--- src/sv/b64d_pkg.sv ---
// Shared types, result codes and the character classifier of the Base64 stream decoder.
// No dependencies.
package b64d_pkg;

  localparam logic [1:0] KIND_BYTE  = 2'd0;
  localparam logic [1:0] KIND_ERROR = 2'd1;
  localparam logic [1:0] KIND_DONE  = 2'd2;

  localparam logic [6:0] SEXTET_PAD = 7'd64;
  localparam logic [6:0] SEXTET_BAD = 7'd65;

  localparam int FIFO_DEPTH_DEFAULT = 4;

  // One queued command: up to three decoded bytes, then an optional error or done result.
  typedef struct packed {
    logic [1:0]       nbytes;
    logic             has_tail;
    logic [1:0]       tail_kind;
    logic [15:0]      tail_value;
    logic [2:0][7:0]  data;
  } cmd_t;

  function automatic logic [6:0] sextet_of(input logic [7:0] ch);
    logic [6:0] v;
    v = SEXTET_BAD;
    if (ch >= 8'h41 && ch <= 8'h5A) begin
      v = 7'(ch - 8'h41);
    end else if (ch >= 8'h61 && ch <= 8'h7A) begin
      v = 7'(ch - 8'h61 + 8'd26);
    end else if (ch >= 8'h30 && ch <= 8'h39) begin
      v = 7'(ch - 8'h30 + 8'd52);
    end else if (ch == 8'h2B) begin
      v = 7'd62;
    end else if (ch == 8'h2F) begin
      v = 7'd63;
    end else if (ch == 8'h3D) begin
      v = SEXTET_PAD;
    end
    return v;
  endfunction

endpackage

--- src/sv/b64d_front.sv ---
// Front end: accepts characters, classifies them and tracks group and message state.
// Pushes one command per character that causes results. Depends on b64d_pkg.
module b64d_front (
  input  logic              clk,
  input  logic              rst,
  input  logic              s_tvalid,
  output logic              s_tready,
  input  logic [7:0]        s_tdata,   // char_in
  input  logic              s_tlast,   // msg_last
  input  logic              fifo_full,
  output logic              push,
  output b64d_pkg::cmd_t    push_cmd
);
  import b64d_pkg::*;

  logic [1:0]  group_phase, group_phase_next;
  logic [17:0] held_sextets, held_sextets_next;
  logic        third_was_pad, third_was_pad_next;
  logic [15:0] char_index, char_index_next;
  logic [15:0] bytes_out, bytes_out_next;
  logic        discarding, discarding_next;

  logic        accept;
  logic [6:0]  v;
  logic        is_bad;
  logic [1:0]  nb;
  logic [5:0]  sa, sb, sc;

  assign s_tready = !fifo_full;
  assign accept   = s_tvalid && s_tready;
  assign v        = sextet_of(s_tdata);
  assign is_bad   = (v == SEXTET_BAD) || ((v == SEXTET_PAD) && (group_phase < 2'd2));
  assign sa       = held_sextets[17:12];
  assign sb       = held_sextets[11:6];
  assign sc       = held_sextets[5:0];

  always_comb begin
    group_phase_next   = group_phase;
    held_sextets_next  = held_sextets;
    third_was_pad_next = third_was_pad;
    char_index_next    = char_index;
    bytes_out_next     = bytes_out;
    discarding_next    = discarding;
    nb                 = 2'd0;
    push               = 1'b0;
    push_cmd           = '0;
    push_cmd.data[0]   = {sa, sb[5:4]};
    push_cmd.data[1]   = {sb[3:0], sc[5:2]};
    push_cmd.data[2]   = {sc[1:0], v[5:0]};
    if (accept) begin
      if (discarding) begin
        if (s_tlast) begin
          char_index_next = '0;
          bytes_out_next  = '0;
          discarding_next = 1'b0;
        end else begin
          char_index_next = char_index + 16'd1;
        end
      end else if (is_bad) begin
        push                = 1'b1;
        push_cmd.has_tail   = 1'b1;
        push_cmd.tail_kind  = KIND_ERROR;
        push_cmd.tail_value = char_index;
        group_phase_next    = '0;
        held_sextets_next   = '0;
        third_was_pad_next  = 1'b0;
        if (s_tlast) begin
          char_index_next = '0;
          bytes_out_next  = '0;
        end else begin
          discarding_next = 1'b1;
          char_index_next = char_index + 16'd1;
        end
      end else begin
        case (group_phase)
          2'd0, 2'd1: begin
            held_sextets_next = {held_sextets[11:0], v[5:0]};
            group_phase_next  = group_phase + 2'd1;
          end
          2'd2: begin
            held_sextets_next = {held_sextets[11:0], v[5:0]};
            if (v == SEXTET_PAD) begin
              third_was_pad_next = 1'b1;
            end
            group_phase_next = 2'd3;
          end
          default: begin
            if (third_was_pad) begin
              nb = 2'd1;
            end else if (v == SEXTET_PAD) begin
              nb = 2'd2;
            end else begin
              nb = 2'd3;
            end
            group_phase_next   = '0;
            held_sextets_next  = '0;
            third_was_pad_next = 1'b0;
          end
        endcase
        bytes_out_next  = bytes_out + 16'(nb);
        char_index_next = char_index + 16'd1;
        push_cmd.nbytes = nb;
        if (s_tlast) begin
          push_cmd.has_tail = 1'b1;
          if (group_phase_next != 2'd0) begin
            push_cmd.tail_kind  = KIND_ERROR;
            push_cmd.tail_value = char_index_next;
          end else begin
            push_cmd.tail_kind  = KIND_DONE;
            push_cmd.tail_value = bytes_out_next;
          end
          group_phase_next   = '0;
          held_sextets_next  = '0;
          third_was_pad_next = 1'b0;
          char_index_next    = '0;
          bytes_out_next     = '0;
        end
        push = (nb != 2'd0) || s_tlast;
      end
    end
  end

  always_ff @(posedge clk) begin
    if (rst) begin
      group_phase   <= '0;
      held_sextets  <= '0;
      third_was_pad <= 1'b0;
      char_index    <= '0;
      bytes_out     <= '0;
      discarding    <= 1'b0;
    end else begin
      group_phase   <= group_phase_next;
      held_sextets  <= held_sextets_next;
      third_was_pad <= third_was_pad_next;
      char_index    <= char_index_next;
      bytes_out     <= bytes_out_next;
      discarding    <= discarding_next;
    end
  end

endmodule

--- src/sv/b64d_fifo.sv ---
// Short command queue between the front end and the back end.
// Depends on b64d_pkg.
module b64d_fifo #(
  parameter int DEPTH = b64d_pkg::FIFO_DEPTH_DEFAULT
) (
  input  logic              clk,
  input  logic              rst,
  input  logic              push,
  input  b64d_pkg::cmd_t    push_cmd,
  output logic              full,
  input  logic              pop,
  output logic              empty,
  output b64d_pkg::cmd_t    head
);
  import b64d_pkg::*;

  localparam int AW = (DEPTH > 1) ? $clog2(DEPTH) : 1;
  localparam int CW = $clog2(DEPTH + 1);

  cmd_t          mem [DEPTH];
  logic [AW-1:0] wr_ptr, rd_ptr;
  logic [CW-1:0] count;

  assign full  = (count == CW'(DEPTH));
  assign empty = (count == '0);
  assign head  = mem[rd_ptr];

  always_ff @(posedge clk) begin
    if (push) begin
      mem[wr_ptr] <= push_cmd;
    end
  end

  always_ff @(posedge clk) begin
    if (rst) begin
      wr_ptr <= '0;
      rd_ptr <= '0;
      count  <= '0;
    end else begin
      if (push) begin
        wr_ptr <= (wr_ptr == AW'(DEPTH - 1)) ? '0 : wr_ptr + AW'(1);
      end
      if (pop) begin
        rd_ptr <= (rd_ptr == AW'(DEPTH - 1)) ? '0 : rd_ptr + AW'(1);
      end
      if (push && !pop) begin
        count <= count + CW'(1);
      end else if (pop && !push) begin
        count <= count - CW'(1);
      end
    end
  end

  a_no_push_full: assert property (@(posedge clk) disable iff (rst) push |-> !full)
    else $error("command pushed into a full queue");
  a_no_pop_empty: assert property (@(posedge clk) disable iff (rst) pop |-> !empty)
    else $error("command popped from an empty queue");
  a_count_range: assert property (@(posedge clk) disable iff (rst) count <= CW'(DEPTH))
    else $error("queue count beyond depth");

endmodule

--- src/sv/b64d_back.sv ---
// Back end: expands each queued command into result beats in an output register.
// Depends on b64d_pkg.
module b64d_back (
  input  logic              clk,
  input  logic              rst,
  input  logic              empty,
  input  b64d_pkg::cmd_t    head,
  output logic              pop,
  output logic              m_tvalid,
  input  logic              m_tready,
  output logic [39:0]       m_tdata,   // data_byte, error_index, byte_count
  output logic [1:0]        m_tuser,   // kind
  output logic              m_tlast    // run_last
);
  import b64d_pkg::*;

  logic [1:0]  pos;
  logic [2:0]  n_res;
  logic        res_last;
  logic        load;
  logic        is_byte;
  logic [39:0] tdata_next;
  logic [1:0]  kind_next;

  assign n_res    = {1'b0, head.nbytes} + {2'b00, head.has_tail};
  assign res_last = ({1'b0, pos} + 3'd1) == n_res;
  assign load     = !empty && (!m_tvalid || m_tready);
  assign pop      = load && res_last;
  assign is_byte  = pos < head.nbytes;

  always_comb begin
    tdata_next = '0;
    kind_next  = head.tail_kind;
    if (is_byte) begin
      kind_next        = KIND_BYTE;
      tdata_next[7:0]  = head.data[pos];
    end else if (head.tail_kind == KIND_ERROR) begin
      tdata_next[23:8] = head.tail_value;
    end else begin
      tdata_next[39:24] = head.tail_value;
    end
  end

  always_ff @(posedge clk) begin
    if (rst) begin
      m_tvalid <= 1'b0;
      pos      <= '0;
    end else begin
      if (load) begin
        m_tvalid <= 1'b1;
        pos      <= res_last ? 2'd0 : pos + 2'd1;
      end else if (m_tready) begin
        m_tvalid <= 1'b0;
      end
    end
  end

  always_ff @(posedge clk) begin
    if (load) begin
      m_tdata <= tdata_next;
      m_tuser <= kind_next;
      m_tlast <= res_last;
    end
  end

  a_tail_is_last: assert property (@(posedge clk) disable iff (rst)
      m_tvalid && (m_tuser == KIND_ERROR || m_tuser == KIND_DONE) |-> m_tlast)
    else $error("error or done result not marked last");
  a_pos_restart: assert property (@(posedge clk) disable iff (rst) pop |=> pos == 2'd0)
    else $error("result position not restarted after a command");
  a_pos_in_range: assert property (@(posedge clk) disable iff (rst)
      !empty |-> {1'b0, pos} < n_res)
    else $error("result position beyond the command");

endmodule

--- src/sv/base64_stream_decoder.sv ---
// Base64 stream decoder: one character beat in, decoded byte, error or done beats out.
// Commands are registered in the command queue and result beats in the output register.
// One character is taken per cycle while the command queue has room; results leave one per
// cycle while m_tready is high, so a four-character group yields up to four result beats.
// Reset clears all message state, empties the command queue and clears the output valid.
// Depends on b64d_pkg, b64d_front, b64d_fifo and b64d_back.
module base64_stream_decoder #(
  parameter int FIFO_DEPTH = b64d_pkg::FIFO_DEPTH_DEFAULT
) (
  input  logic        clk,
  input  logic        rst,
  input  logic        s_tvalid,
  output logic        s_tready,
  input  logic [7:0]  s_tdata,   // char_in
  input  logic        s_tlast,   // msg_last
  output logic        m_tvalid,
  input  logic        m_tready,
  output logic [39:0] m_tdata,   // data_byte, error_index, byte_count
  output logic [1:0]  m_tuser,   // kind
  output logic        m_tlast    // run_last
);
  import b64d_pkg::*;

  logic push, full, pop, empty;
  cmd_t push_cmd, head;

  b64d_front u_front (
    .clk(clk), .rst(rst),
    .s_tvalid(s_tvalid), .s_tready(s_tready), .s_tdata(s_tdata), .s_tlast(s_tlast),
    .fifo_full(full), .push(push), .push_cmd(push_cmd)
  );

  b64d_fifo #(.DEPTH(FIFO_DEPTH)) u_fifo (
    .clk(clk), .rst(rst),
    .push(push), .push_cmd(push_cmd), .full(full),
    .pop(pop), .empty(empty), .head(head)
  );

  b64d_back u_back (
    .clk(clk), .rst(rst),
    .empty(empty), .head(head), .pop(pop),
    .m_tvalid(m_tvalid), .m_tready(m_tready),
    .m_tdata(m_tdata), .m_tuser(m_tuser), .m_tlast(m_tlast)
  );

endmodule

--- config.mk ---
export PLATFORM = sky130hd
export DESIGN_NAME = base64_stream_decoder
export DESIGN_NICKNAME = d
export VERILOG_FILES = /design/src/sv/b64d_pkg.sv /design/src/sv/b64d_front.sv /design/src/sv/b64d_fifo.sv /design/src/sv/b64d_back.sv /design/src/sv/base64_stream_decoder.sv
export SDC_FILE = /design/constraint.sdc
export NUM_CORES = 1
export LEC_CHECK = 0
export BUFFER_PORTS_ARGS = -buffer_cell sky130_fd_sc_hd__buf_2
export CORE_MARGIN = 10
export CORE_UTILIZATION = 45
export CTS_BUF_LIST = sky130_fd_sc_hd__clkbuf_16
export DETAILED_ROUTE_END_ITERATION = 10
export PLACE_DENSITY_LB_ADDON = 0.15
export SYNTH_ARGS = -nofsm -noshare
export SYNTH_HDL_FRONTEND = slang
export SYNTH_SLANG_ARGS = --single-unit
--- constraint.sdc ---
create_clock -name clk -period 15.15 [get_ports clk]
set_input_delay 3.03 -clock clk [delete_from_list [all_inputs] [get_ports clk]]
set_output_delay 3.03 -clock clk [all_outputs]
set_load 0.005 [all_outputs]
==> impl_metrics.tcl, run 1 <==
set metrics [dict create \
    hold_ws_ns 0.4707 \
    post-route-period-util_pct 45.86 \
    vdd_drop_max_mv 0.1093 \
    critPathCaptureType "flip-flop" \
    worst_ep_required_time_ns 15.44 \
    grt.total_usage_pct 15.61 \
    io_pins 58 \
    gp_congestion 0.8335 \
    hold_path.class "flip-flop to flip-flop" \
    clock_sinks 289 \
    path_max_fanout 13 \
    wl_per_cell_um 20.18 \
    ys_warn_count 0 \
    synth_edf_count 223 \
    cp.arrival_ns 7.24 \
    finalWirelength_um 28250 \
    ys_seq_area_share_pct 62.57 \
    rsz0062_at_grt "no" \
    h-tree-depth 1 \
    relSlewSlack_pct 39.35 \
    maxClockFrequency_mhz 143.9 \
    fin_setup_tns_ns 0 \
    n_antenna_cell 0 \
    start_kind "primary input" \
    pre_cts_ws_ns 7.688 \
    chipWidth_um 188.8 \
    vias 7869 \
    clock_skew_ns 0.007663 \
    post_cts_buffers 0 \
    synth_top_area_cell "edfxtp_1" \
    drt-vias-per-instance 5.621 \
    row_count 61 \
    first_pass_iters 5 \
    placed_area_um2 13420 \
    ys_types 66 \
    path_clk_slew_ns 0.06 \
    period_minus_slack_ns 6.947 \
    area.sequential_um2 8023 \
    grt_max_degree 53 \
    numCtsBuffers 29 \
    drive_gt1_share_pct 18.20 \
    syn_to_final_growth_pct 12.64 \
    slew_violations 0 \
    nNetsFinal 1041 \
    maxCapViolCount 0 \
    drt-initial-drc-count 505 \
    port_buffers 57 \
    cts_resized 0 \
    postSynthNetCount 1000 \
    yosys.cell_count.top_type "edfxtp_1" \
    tritoncts "yes" \
    fp.coreArea_um2 27930 \
    cts_buffer_depth 3 \
    status "completed" \
    grt_pass1_wl_um 44620 \
    worstMarginPinSlew_ns 0.9079 \
    crit_type "primary input to flip-flop" \
    die_area_um2 35630 \
    final_cells 1400 \
    cts_hold_buf 0 \
    multi_input_area_um2 4436 \
    synthTopCellsByCount "edfxtp_1, a21oi_1, nand2_1, dfxtp_1, mux4_2" \
    ant_nets 0 \
    worstSkewPairLatency_ns 0.54 \
    syn_area_um2 12810 \
    power_leakage_nw 5.098 \
    fin_area_um2 14440 \
    drc_errors 0 \
    dp.cells 1347 \
    fin_ws_ns 8.203 \
    dp_hpwl_um 16950 \
    yosys-top-cells-area "edfxtp_1, dfxtp_1, mux4_2, a21oi_1, ha_1" \
    netlist_instances 959 \
    finalSetupViolCount 0 \
    grt_pass1_vias 7684 \
    p_per_area_nw_per_um2 157.1 \
    cts.root.buffer_cell "clkbuf_16" \
    start_util_pct 45.87 \
    nFillCells 2435 \
    antenna_found_initial 0 \
    ys_seq_elements 289 \
    synth_area_per_cell_um2 13.36 \
    async_flop_share_pct 0 \
    ys.flop_type "edfxtp_1" \
    hold_viol 0 \
    grt_overflow_total 0 \
    synth_top_cell_area_share_pct 52.26 \
    die_height_um 188.8 \
]
-- per-layer routing --
layer / wire [µm] / up-vias / global-route usage, % / part of all wire (%)
met5: 0 / - / 0 / 0
met4: 437 / 0 / 3.236 / 1.5
met3: 1703 / 36 / 2.991 / 6.0
met2: 12670 / 219 / 23.68 / 45
met1: 13440 / 3897 / 22.81 / 48
li1: - / 3717 / - / -
-- state kept, by name, indices dropped and copies added, names as in the netlist, 2 cells and up, named ones only --
| name | flops |
|---|---|
| u_fifo.rd_ptr | 2 |
| u_fifo.count | 3 |
| u_fifo.mem | 180 |
| u_front.bytes_out | 16 |
| u_front.group_phase | 2 |
| u_back.pos | 2 |
| u_back.m_tuser | 2 |
| u_fifo.wr_ptr | 2 |
| u_front.char_index | 16 |
| u_front.held_sextets | 18 |
| u_back.m_tdata | 40 |
-- worst paths after layout --
check | start | endpoint | slack, ns | cells after the start
worst max-delay path | s_tdata[2] | u_fifo.mem[0][36] | 8.20 | 17
worst min-delay path | u_back.m_tvalid | u_back.m_tvalid | 0.47 | 2
worst max register to register | flip-flop | u_fifo.count[2] | 10.51 | 13
worst min register to register | u_back.m_tvalid | u_back.m_tvalid | 0.47 | 2
-- cells by family after synthesis --
group                    count (synthesis)  share of synthesized area, %
flip-flops                             289                         62.57
AND/OR/NAND/NOR                        291                         11.73
AO/OA/AOI/OAI                          181                         9.295
multiplexers                            60                         9.100
XOR/XNOR                                22                         1.504
adder cells (fa/ha/maj)                 28                         2.851
buffers and inverters                   88                         2.958
-- cell type report --
type	instances	share of cell area [%]
Clock buffer	29	5.027
Clock inverter	24	1.985
Inverter	27	0.7021
Multi-Input combinational cell	582	30.73
Sequential cell	289	55.58
Tap cell	378	3.276
Timing Repair Buffer	71	2.704
-- through the flow --
step	power, mW	utilization [%]
2_1_floorplan	1.358	-
3_3_place_gp	1.542	48.05
3_5_place_dp	1.545	48.05
4_1_cts	2.299	51.68
5_1_grt	2.383	51.68
6_report	2.268	51.68
-- critical path, cell delays in order --
cell     delay, ns
buf_2         0.22
inv_1         0.12
ha_1          0.28
a21o_1        0.22
o311a_1       0.17
nor2_1        0.29
a21oi_1       0.23
or4b_1        0.56
o21a_1        0.21
ha_1          0.20
fa_1          0.42
and3_1        0.26
and4_1        0.27
nand3_1       0.11
xnor2_1       0.14
a22oi_1       0.11
o31ai_1       0.40
-- where the power goes --
group | internal (mW) | leakage, nW | total (mW) | switching [mW]
Combinational | 0.190 | 1.87 | 0.476 | 0.286
Clock | 0.452 | 0.480 | 0.753 | 0.301
Sequential | 0.994 | 2.75 | 1.04 | 0.0452
-- cell usage in the layout, fill, tap and decap left out, types with 7 or more instances in the layout --
cell type   netlist  layout
o31ai_1           7       7
nand3_1          39      39
nor2b_1          23      23
o21ai_0          23      23
ha_1             26      26
buf_4             1      14
buf_2            12      57
o22ai_1          12      12
xor2_1           13      13
nor3_1           24      23
a22o_1            8       8
mux4_2           45      45
a21oi_1          69      69
clkinvlp_4        0       8
nor2_1           43      42
dfxtp_1          66      64
nand2_1          69      69
mux2i_1          13      13
and2_1           28      28
nand2b_1         12      12
a21o_1            8       8
and3_1           15      11
edfxtp_1        223     223
a31oi_1           8       8
xnor2_1           9       9
or3_1             8       8
clkbuf_16         0      29
inv_1            27      29
(Power assumes the default switching activity.)
==> run 2, diff against run 1 <==
==> constraint.sdc (replaced) <==
create_clock -name clk -period 5.7 [get_ports clk]
set_input_delay 1.14 -clock clk [delete_from_list [all_inputs] [get_ports clk]]
set_output_delay 1.14 -clock clk [all_outputs]
set_load 0.005 [all_outputs]
==> run 2 against run 1 <==
- power rose to 2.6 times the previous value
- first-iteration DRC count rose by 3.4%
- clock skew rose by 0.022 ns
- routed wire length fell by 2.7%
- global-route usage fell by 0.37 points
- worst hold slack improved by 0.0069 ns
- core utilization rose by 0.18 points
- sequential share of layout area fell by 0.20 points
- clock-buffer cell count rose by 1
- critical path type unchanged
- highest routed layer unchanged
==> impl_metrics.tcl, run 2 (synthesis gave the netlist of run 1 again) <==
set metrics [dict create \
    chipWidth_um 188.8 \
    dp_hpwl_um 17520 \
    maxCapViolCount 0 \
    clock_skew_ns 0.03006 \
    worstSkewPairLatency_ns 0.56 \
    grt_pass1_wl_um 44220 \
    grt_pass1_vias 7733 \
    port_buffers 57 \
    grt_max_degree 53 \
    regMostFlops "u_fifo.mem" \
    path_max_fanout 8 \
    largest_reg_flops 180 \
    worst_ep_required_time_ns 6.02 \
    final_util_pct 51.86 \
    n_antenna_cell 0 \
    first_pass_iters 4 \
    gp_congestion 0.8457 \
    fp.coreArea_um2 27930 \
    final_cell_mix "edfxtp_1, nand2_1, a21oi_1" \
    antenna_found_initial 0 \
    vdd_drop_max_mv 0.3370 \
    start_util_pct 45.87 \
    grt_overflow_total 0 \
    vias 7810 \
    cts.root.buffer_cell "clkbuf_16" \
    drt-vias-per-instance 5.539 \
    power_leakage_nw 5.165 \
    cts_resized 0 \
    clock_sinks 289 \
    io_pins 58 \
    tritoncts "yes" \
    wl_per_cell_um 19.50 \
    drt-initial-drc-count 522 \
    mostFrequentLayoutCell "edfxtp_1" \
    cp.arrival_ns 5.34 \
    cts_hold_buf 0 \
    post_cts_buffers 0 \
    syn_to_final_growth_pct 13.04 \
    fin_setup_tns_ns 0 \
    p_per_area_nw_per_um2 406.2 \
    critPathCaptureType "flip-flop" \
    numCtsBuffers 30 \
    die_area_um2 35630 \
    status "completed" \
    nNetsFinal 1050 \
    die_height_um 188.8 \
    finalWirelength_um 27500 \
    crit_type "primary input to flip-flop" \
    period_minus_slack_ns 5.027 \
    fin_area_um2 14490 \
    cts_buffer_depth 3 \
    placed_area_um2 13530 \
    hold_path.class "flip-flop to flip-flop" \
    slew_violations 0 \
    post-route-period-util_pct 88.19 \
    h-tree-depth 1 \
    hold_viol 0 \
    drive_gt1_share_pct 18.22 \
    row_count 61 \
    start_kind "primary input" \
    relSlewSlack_pct 36.06 \
    finalSetupViolCount 0 \
    worstMarginPinSlew_ns 0.9555 \
    top_regs "u_fifo.mem x180, u_back.m_tdata x40, u_front.held_sextets x18" \
    path_clk_slew_ns 0.06 \
    maxClockFrequency_mhz 198.9 \
    rsz0062_at_grt "no" \
    grt.total_usage_pct 15.24 \
    ant_nets 0 \
    drc_errors 0 \
]
## run 2: changes by cell type in the layout (fill, tap and decap cells not counted)
cell | before | now
clkinvlp_4 | 8 | 1
buf_12 | 0 | 4
buf_4 | 14 | 18
clkinv_1 | 4 | 8
inv_1 | 29 | 33
bufinv_16 | 6 | 3
clkinv_2 | 3 | 5
clkbuf_16 | 29 | 30
clkinv_4 | 1 | 0
clkinv_8 | 0 | 1
inv_8 | 0 | 1
## run 2: per-stage QoR
stage	power (mW)	hold slack (ns)	setup slack [ns]	instances
6_report	5.884	0.4776	0.6731	1410
5_1_grt	6.192	0.5022	0.3689	1410
3_3_place_gp	4.083	0.4590	0.2146	1355
4_1_cts	5.966	0.4770	0.7140	1410
2_1_floorplan	3.610	0.4489	0.7302	959
3_5_place_dp	4.098	0.4677	0.1461	1355
## run 2: cell type report
cell class / instances / area (µm²)
clock buffer: 30 / 750.7
inverter: 27 / 101.3
timing repair buffer: 79 / 500.5
multi-input combinational: 582 / 4436
sequential: 289 / 8023
tap: 378 / 473.0
clock inverter: 25 / 202.7
fill: 2377 / 13450
## run 2: worst paths after layout
check	start	endpoint	slack [ns]	cells after the start
hold / removal	u_back.m_tvalid	u_back.m_tvalid	0.48	2
setup / recovery	s_tdata[0]	u_fifo.mem[1][36]	0.67	17
setup reg to reg	flip-flop	u_fifo.count[2]	1.92	12
hold reg to reg	u_back.m_tvalid	u_back.m_tvalid	0.48	2
## run 2: power by group
group          switching, mW  total [mW]  internal (mW)
sequential             0.122        2.76           2.64
clock                  0.779        1.87           1.09
combinational          0.739        1.25          0.515
## run 2: layer usage
metal / global-route usage, % / share of wire [%] / vias to the layer above
met1: 22.31 / 49 / 3856
met2: 23.51 / 45 / 187
li1: - / - / 3740
met4: 2.991 / 1.4 / 0
met3: 2.437 / 5.3 / 27
met5: 0 / 0 / -
## run 2: critical path, stage by stage
cell      delay (ns)
buf_2           0.16
inv_1           0.15
ha_1            0.28
nand2_2         0.13
o311a_1         0.34
a32oi_1         0.22
o311ai_2        0.20
or4b_1          0.59
o21a_1          0.21
ha_1            0.21
fa_1            0.42
and3_1          0.27
and4_1          0.27
nand3_1         0.11
xnor2_1         0.14
a22oi_1         0.11
o31ai_1         0.41
